[src/design/sbsm_pkg.sv]
// types, constants and helpers shared by the serial bank switch mapper
`default_nettype none

package sbsm_pkg;

    localparam int CART_RAM_DEPTH = 8192;
    localparam int RAM_AW         = $clog2(CART_RAM_DEPTH);

    localparam logic [4:0] PRG_COUNT_RESET = 5'd16;
    localparam logic [4:0] CHR_COUNT_RESET = 5'd0;
    localparam logic [4:0] CTRL_RESET      = 5'h1C;
    localparam logic [4:0] CTRL_PRG_FORCE  = 5'h0C;
    localparam logic [4:0] CHR_FULL_MASK   = 5'h1E;
    localparam logic [2:0] LOAD_LAST       = 3'd5;

    typedef enum logic [1:0] {
        REQ_CPU_RD = 2'd0,
        REQ_CPU_WR = 2'd1,
        REQ_PPU_RD = 2'd2,
        REQ_PPU_WR = 2'd3
    } t_req;

    typedef enum logic [1:0] {
        SEL_CONTROL  = 2'd0,
        SEL_CHR_LOW  = 2'd1,
        SEL_CHR_HIGH = 2'd2,
        SEL_PRG      = 2'd3
    } t_reg_sel;

    typedef enum logic [1:0] {
        PRG_MODE_32K_A   = 2'd0,
        PRG_MODE_32K_B   = 2'd1,
        PRG_MODE_FIX_LOW = 2'd2,
        PRG_MODE_FIX_TOP = 2'd3
    } t_prg_mode;

    typedef enum logic [0:0] {
        CFG_PRG_COUNT = 1'b0,
        CFG_CHR_COUNT = 1'b1
    } t_cfg_idx;

    typedef struct packed {
        logic [4:0] control;
        logic [4:0] chr_low;
        logic [4:0] chr_high;
        logic [4:0] chr_full;
        logic [2:0] prg_full;
        logic [3:0] prg_low;
        logic [3:0] prg_high;
        logic [1:0] mirror;
    } t_banks;

    // ram byte index: 13-bit window offset folded into the ram depth
    function automatic logic [RAM_AW-1:0] ram_index(input logic [12:0] a);
        logic [16:0] v;
        v = 17'(a);
        for (int i = 0; i < 3; i++) begin
            if (v >= 17'(CART_RAM_DEPTH)) begin
                v = v - 17'(CART_RAM_DEPTH);
            end
        end
        return RAM_AW'(v);
    endfunction

endpackage

`default_nettype wire

[src/design/sbsm_regs.sv]
// serial load register and bank registers
`default_nettype none

module sbsm_regs (
    input  wire logic                  i_clk,
    input  wire logic                  i_rst_n,
    input  wire logic                  i_load,
    input  wire sbsm_pkg::t_reg_sel    i_sel,
    input  wire logic [7:0]            i_data,
    input  wire logic [4:0]            i_prg_bank_count,
    output sbsm_pkg::t_banks           o_banks,
    output logic [1:0]                 o_mirror_next
);

    logic [4:0]       r_shift;
    logic [2:0]       r_count;
    sbsm_pkg::t_banks r_banks;

    logic [4:0]       n_shift;
    logic [2:0]       n_count;
    sbsm_pkg::t_banks n_banks;
    logic [4:0]       v;
    logic [2:0]       cnt_inc;
    logic [3:0]       prg_top;

    always_comb begin
        n_shift = r_shift;
        n_count = r_count;
        n_banks = r_banks;
        v       = {i_data[0], r_shift[4:1]};
        cnt_inc = r_count + 3'd1;
        prg_top = 4'(i_prg_bank_count - 5'd1);
        if (i_load) begin
            if (i_data[7]) begin
                n_shift         = '0;
                n_count         = '0;
                n_banks.control = r_banks.control | sbsm_pkg::CTRL_PRG_FORCE;
            end else if (cnt_inc != sbsm_pkg::LOAD_LAST) begin
                n_shift = v;
                n_count = cnt_inc;
            end else begin
                n_shift = '0;
                n_count = '0;
                case (i_sel)
                    sbsm_pkg::SEL_CONTROL: begin
                        n_banks.control = v;
                        n_banks.mirror  = v[1:0];
                    end
                    sbsm_pkg::SEL_CHR_LOW: begin
                        if (r_banks.control[4]) begin
                            n_banks.chr_low = v;
                        end else begin
                            n_banks.chr_full = v & sbsm_pkg::CHR_FULL_MASK;
                        end
                    end
                    sbsm_pkg::SEL_CHR_HIGH: begin
                        if (r_banks.control[4]) begin
                            n_banks.chr_high = v;
                        end
                    end
                    default: begin
                        case (sbsm_pkg::t_prg_mode'(r_banks.control[3:2]))
                            sbsm_pkg::PRG_MODE_FIX_LOW: begin
                                n_banks.prg_low  = '0;
                                n_banks.prg_high = v[3:0];
                            end
                            sbsm_pkg::PRG_MODE_FIX_TOP: begin
                                n_banks.prg_low  = v[3:0];
                                n_banks.prg_high = prg_top;
                            end
                            default: begin
                                n_banks.prg_full = v[3:1];
                            end
                        endcase
                    end
                endcase
            end
        end
    end

    always_ff @(posedge i_clk) begin
        if (!i_rst_n) begin
            r_shift          <= '0;
            r_count          <= '0;
            r_banks.control  <= sbsm_pkg::CTRL_RESET;
            r_banks.chr_low  <= '0;
            r_banks.chr_high <= '0;
            r_banks.chr_full <= '0;
            r_banks.prg_full <= '0;
            r_banks.prg_low  <= '0;
            r_banks.prg_high <= 4'(sbsm_pkg::PRG_COUNT_RESET - 5'd1);
            r_banks.mirror   <= '0;
        end else begin
            r_shift <= n_shift;
            r_count <= n_count;
            r_banks <= n_banks;
        end
    end

    assign o_banks       = r_banks;
    assign o_mirror_next = n_banks.mirror;

endmodule

`default_nettype wire

[config.mk]
export PLATFORM = sky130hd
export DESIGN_NAME = sbsm_regs
export DESIGN_NICKNAME = d
export VERILOG_FILES = /design/src/design/sbsm_pkg.sv /design/src/design/sbsm_regs.sv
export SDC_FILE = /design/constraint.sdc
export NUM_CORES = 1
export LEC_CHECK = 0
export BUFFER_PORTS_ARGS = -buffer_cell sky130_fd_sc_hd__buf_2
export CAP_MARGIN = 25
export CORE_UTILIZATION = 40
export CTS_BUF_LIST = sky130_fd_sc_hd__clkbuf_4 sky130_fd_sc_hd__clkbuf_8
export DETAILED_ROUTE_END_ITERATION = 12
export SLEW_MARGIN = 20
export SYNTH_ARGS = -nofsm -noshare
export SYNTH_HDL_FRONTEND = slang
export SYNTH_SLANG_ARGS = --single-unit
[constraint.sdc]
create_clock -name i_clk -period 4.45 [get_ports i_clk]
set_input_delay 0.2225 -clock i_clk [delete_from_list [all_inputs] [get_ports i_clk]]
set_output_delay 0.2225 -clock i_clk [all_outputs]
set_load 0.02 [all_outputs]
==> summary.md, run 1 <==
| Metric | Value |
|---|---|
| Synth area leaders | dfxtp_1 (40%), o31ai_1 (12%), a21oi_1 (8.8%) |
| Cell variety after synth | 37 |
| Worst R2R Start | r_count[0] |
| Worst Hold Path EP | o_banks[32] |
| Via-to-Cell Ratio | 5.916 |
| Worst Setup Path Type | flop to output pin |
| VDD IR max | 181.2 µV |
| Largest net degree at the start of global routing | 37 |
| Synth async-reset ratio | 0 |
| Post-route ant nets | 0 |
| Mapped cell area | 1929 µm² |
| Clock latency on the worst-skew pair | 0.30 ns |
| Fin crit period | 2.614 ns |
| Commonest non-fill, non-tap cell in the layout | buf_2 |
| Final setup violation count | 0 |
| Worst-Margin Slew | 1.004 ns |
| Final core utilization | 0.5019 |
| Worst-path maximum fanout | 36 |
| Pre-CTS WS | 2.142 ns |
| Synth Area per Inst | 8.499 µm² |
| Comb pwr share | 0.066 |
| Final WL | 4834 µm |
| Dominant cell type by area after synthesis | dfxtp_1 |
| Die ar. | 5105 µm² |
| Worst r2r dst | o_banks[5] |
| Pre-antenna DRT Iters | 4 |
| Hold Path Origin | i_rst_n |
| Number of nets in the layout | 276 |
| Core box area | 4504 µm² |
| LEAKAGE | 0.8925 nW |
| #FFs+latches synth | 39 |
| CTS H-tree lvls | 2 |
| Total number of vias | 1822 |
| Power Density | 334.9 nW/µm² |
| Total power | 0.7573 mW |
| P_sw | 0.1711 mW |
| Syn Inst Count | 227 |
| Final GP Congestion | 0.7667 |
| CTS sink count | 39 |
| Die Wd | 71.45 µm |
| HPWL Detailed | 3095 µm |
| Global-route wire length before repair | 8086 µm |
| Grt total ovfl | 0 |
| Final Cycle Share | 0.5875 |
| CTS Root Cell | clkbuf_8 |
| Relative slew slack | 0.3302 |
| F_max | 382.5 MHz |
| Arrival @ worst endpoint | 2.39 ns |
| Setup crit end kind | output pin |
| Register area | 780.7 µm² |
| Worst EP required | 4.23 ns |
| Drt initial violations | 118 |
| Bufs on Longest Clock Path | 2 |
| Sequential fraction of the synthesis area | 0.4047 |
| Fill cell count | 456 |
| Hold Crit Class | input pin to flop |
| Hold_ws | 0.2116 ns |
| Seq pwr share | 0.465 |
| Port Buffers | 44 |
| Post-CTS Setup Repair Bufs | 0 |
| CP Launch Type | flop |
| Slew Limit Fails | 0 |
| Post-cts sizing count | 0 |
| Flop-to-flop setup slack | 2.13 ns |
| I/O pins | 53 |
| Wire per inst | 15.69 µm |
| DRC Markers | 0 |
| ANT cells | 0 |
| Initial antenna violation count | 0 |
| Mapped Nets | 248 |
| Worst r2r path cells | 5 |
| P_int | 0.5862 mW |
| Worst Skew | 0.008497 ns |
| Placement Cell Area | 2125 µm² |
| Vias in the first global route | 1706 |
| Power share of the clock group | 0.470 |
| Setup_tns | 0 ns |
| Worst setup margin | 1.836 ns |
| CTS Buf Count | 5 |
| Synth top area share | 0.4047 |
| Outcome | complete, no violations |
| YS warnings | 0 |
| TritonCTS clock tree | built |
| Multi-input logic area | 991.0 µm² |
| Layout cells sized above 1 | 0.2383 |
| WHS Path Cells | 2 |
| Sw Share | 0.2259 |
| Rows | 24 |
| Dpl cells | 300 |
| Layout area overhead | 17.19% |
| Final Instance Area | 2261 µm² |
| Max cap viols | 0 |
| Die H | 71.45 µm |
| Clk slew on worst S/H paths | 0.08 ns |
| Post-CTS Hold Buffers | 0 |
| Initial core utilization | 0.4283 |
| Ys flop type | dfxtp_1 |
| Fin cells | 308 |
| EDFF count, synth | 0 |
| RSZ-0062 raised after global routing | no |
| Final hold vios | 0 |
| Most frequent cells in the layout | buf_2 (44), dfxtp_1 (39), a21oi_1 (34) |
| Total track usage | 0.2046 |
-- synthesized netlist by cell type, types with 3 or more instances --
| master | instances |
|---|---|
| a21oi_1 | 34 |
| and3b_1 | 4 |
| buf_2 | 3 |
| buf_4 | 6 |
| clkbuf_1 | 17 |
| dfxtp_1 | 39 |
| ha_1 | 3 |
| inv_1 | 11 |
| nand2_1 | 11 |
| nand3_1 | 4 |
| nand3b_1 | 3 |
| nand4_1 | 19 |
| nor2_1 | 5 |
| o211ai_1 | 5 |
| o311ai_1 | 4 |
| o31ai_1 | 30 |
| or4_1 | 4 |
-- worst max path at each step --
stage	endpoint	from	slack [ns]
3_5_place_dp	o_banks[2]	r_count[0]	2.14
5_1_grt	o_mirror_next[0]	r_count[0]	1.53
4_1_cts	o_mirror_next[1]	r_count[0]	1.84
6_report	o_mirror_next[1]	r_count[0]	1.84
3_3_place_gp	o_banks[5]	r_count[0]	2.10
2_1_floorplan	o_mirror_next[0]	r_count[0]	2.77
-- metal layers --
metal  part of all wire  vias up  global-route usage
met5                  0        -                   0
met4              0.014        0             0.07407
met3              0.042        6             0.05345
met2               0.46       38              0.3228
met1               0.48      864              0.2716
li1                   -      914                   -
-- critical path, cell delays in order (launching register included) --
cell and delay [ns]:
dfxtp_1 0.33, inv_1 0.08, ha_1 0.26, nand3b_2 0.62
o31ai_1 0.55, nand2_1 0.09, buf_2 0.16
-- state kept, by name, indices dropped and copies added, names as in the netlist --
signal	cells
o_banks	32
r_shift	4
r_count	3
-- power groups by stage --
stage / clock network [mW] / logic (mW) / registers [mW]
final: 0.356 / 0.0498 / 0.352
after detailed placement: 0 / 0.0492 / 0.360
after CTS: 0.361 / 0.0494 / 0.352
after floorplan: 0 / 0.0387 / 0.359
after global routing: 0.377 / 0.0559 / 0.352
after global placement: 0 / 0.0496 / 0.360
-- logic make-up (layout without fill, tap and decap cells) --
family / Yosys count / after routing / share of synthesized area
other: 1 / 1 / 0.001944
adders and majority gates: 3 / 3 / 0.01946
AOI/OAI and AO/OA: 81 / 81 / 0.2756
buffers and inverters: 37 / 66 / 0.08560
xor gates and xnor gates: 3 / 3 / 0.01362
DFF: 39 / 39 / 0.4047
and+or+nand+nor: 63 / 63 / 0.1991
-- area by class of cell --
type | instances | share of cell area
repair buffers | 47 | 0.1090
clock inverters | 3 | 0.02988
flip-flops and latches | 39 | 0.3453
clock buffers | 5 | 0.03044
well taps | 52 | 0.02878
inverters | 11 | 0.01826
multi-input cells | 151 | 0.4383
No activity file was read; power rests on OpenSTA's default activity.
==> run 2, diff against run 1 <==
clock period = 2.5 ns   (was 4.45 ns; I/O delays follow)
==> run 2 against run 1 <==
Net effect: die area unchanged; sequential power grew 78%; first-iteration DRC count grew 16%; clock power up 53%; clock-buffer cell count is 1 higher; flip-flop and latch count is the same; sequential share of layout area decreased by 0.11 points; combinational power increased by 90%; hold slack worse by 0.096 ns; total power grew 67%; final area is 0.33% higher; critical path type unchanged.
==> summary.md, run 2 (synthesis results as in run 1) <==
| Metric | Value |
|---|---|
| Outcome | complete, no violations |
| Post-CTS Setup Repair Bufs | 0 |
| Final core utilization | 0.5036 |
| HPWL Detailed | 3173 µm |
| Wire per inst | 15.35 µm |
| Final setup violation count | 0 |
| Placement Cell Area | 2151 µm² |
| Rows | 24 |
| Vias in the first global route | 1732 |
| Die Wd | 71.45 µm |
| Worst EP required | 2.38 ns |
| DRC Markers | 0 |
| Pre-antenna DRT Iters | 4 |
| Power Density | 556.7 nW/µm² |
| Worst Skew | 0.003422 ns |
| Post-cts sizing count | 0 |
| Grt total ovfl | 0 |
| Total number of vias | 1832 |
| ANT cells | 0 |
| CTS H-tree lvls | 2 |
| Flop-to-flop setup slack | 0.60 ns |
| LEAKAGE | 0.9073 nW |
| Final GP Congestion | 0.7337 |
| TritonCTS clock tree | built |
| Final WL | 4788 µm |
| Worst R2R Start | r_count[0] |
| Hold Path Origin | i_rst_n |
| Clock latency on the worst-skew pair | 0.29 ns |
| Dpl cells | 304 |
| Core box area | 4504 µm² |
| Port Buffers | 44 |
| Commonest non-fill, non-tap cell in the layout | buf_2 |
| Final Cycle Share | 0.8350 |
| Bufs on Longest Clock Path | 2 |
| Layout area overhead | 17.57% |
| Multi-input logic area | 991.0 µm² |
| Initial core utilization | 0.4283 |
| Slew Limit Fails | 0 |
| Layout cells sized above 1 | 0.2500 |
| CTS sink count | 39 |
| Worst Hold Path EP | o_banks[5] |
| CP Launch Type | flop |
| Setup_tns | 0 ns |
| Drt initial violations | 137 |
| Final hold vios | 0 |
| Fin cells | 312 |
| Worst Setup Path Type | flop to output pin |
| Worst-path maximum fanout | 18 |
| RSZ-0062 raised after global routing | no |
| Global-route wire length before repair | 8224 µm |
| Total power | 1.263 mW |
| Max cap viols | 0 |
| Die ar. | 5105 µm² |
| Fin crit period | 2.087 ns |
| Post-route ant nets | 0 |
| Hold Crit Class | input pin to flop |
| Post-CTS Hold Buffers | 0 |
| Register area | 780.7 µm² |
| CTS Root Cell | clkbuf_8 |
| Fill cell count | 450 |
| Final Instance Area | 2268 µm² |
| Worst r2r dst | o_banks[4] |
| I/O pins | 53 |
| Via-to-Cell Ratio | 5.872 |
| Setup crit end kind | output pin |
| WHS Path Cells | 2 |
| CTS Buf Count | 5 |
| Most frequent cells in the layout | buf_2 (44), dfxtp_1 (39), a21oi_1 (34) |
| Arrival @ worst endpoint | 1.96 ns |
| Largest net degree at the start of global routing | 31 |
| Total track usage | 0.2029 |
| Clk slew on worst S/H paths | 0.08 ns |
| F_max | 479.1 MHz |
| Number of nets in the layout | 280 |
| VDD IR max | 326.2 µV |
| Die H | 71.45 µm |
| Max reg flops | 32 |
| Worst r2r path cells | 5 |
| Initial antenna violation count | 0 |
-- run 2: cell count changes in the layout (fill, tap and decap cells not counted), sizes merged --
cell	change
clkinvlp	-1
clkinv	+1
bufinv	-1
buf	+4
clkbuf	+1
-- run 2: worst max path at each step --
| stage | from | endpoint | slack, ns | cells after the start |
|---|---|---|---|---|
| 4_1_cts | r_count[0] | o_mirror_next[0] | 0.41 | 6 |
| 6_report | r_count[0] | o_mirror_next[0] | 0.41 | 6 |
| 2_1_floorplan | r_count[0] | o_mirror_next[0] | 0.92 | 6 |
| 3_5_place_dp | r_count[0] | o_banks[5] | 0.63 | 5 |
| 5_1_grt | r_count[0] | o_mirror_next[0] | 0.15 | 6 |
| 3_3_place_gp | r_count[0] | o_banks[2] | 0.61 | 5 |
-- run 2: layer usage --
layer / global-route usage / wire length (µm) / part of all wire
met5: 0 / 0 / 0
met4: 0.06536 / 33 / 0.0069
met3: 0.04923 / 191 / 0.040
met2: 0.3259 / 2281 / 0.48
met1: 0.2700 / 2282 / 0.48
-- run 2: power by group --
part | internal, mW | total [mW] | switching, mW
logic | 0.0271 | 0.0946 | 0.0675
clock network | 0.323 | 0.543 | 0.220
registers | 0.623 | 0.625 | 0.00210
-- run 2: per-stage QoR --
stage	setup slack, ns	hold WS [ns]
floorplan	0.9220	0.2752
global placement	0.6142	0.4097
detailed placement	0.6278	0.4101
CTS	0.4150	0.09966
global route	0.1477	0.1169
finish	0.4126	0.1160
-- run 2: final cells by class --
cell class              count  area share
inverters                  11     0.01820
well taps                  52     0.02868
flip-flops and latches     39      0.3442
clock buffers               6     0.03640
multi-input cells         151      0.4368
clock inverters             2     0.01544
repair buffers             51      0.1202
-- run 2: critical path: stages (launching register included) --
cell,delay [ns]
dfxtp_1,0.33
inv_1,0.08
ha_1,0.27
nand3b_2,0.34
o31ai_1,0.42
nand2_1,0.08
buf_2,0.16
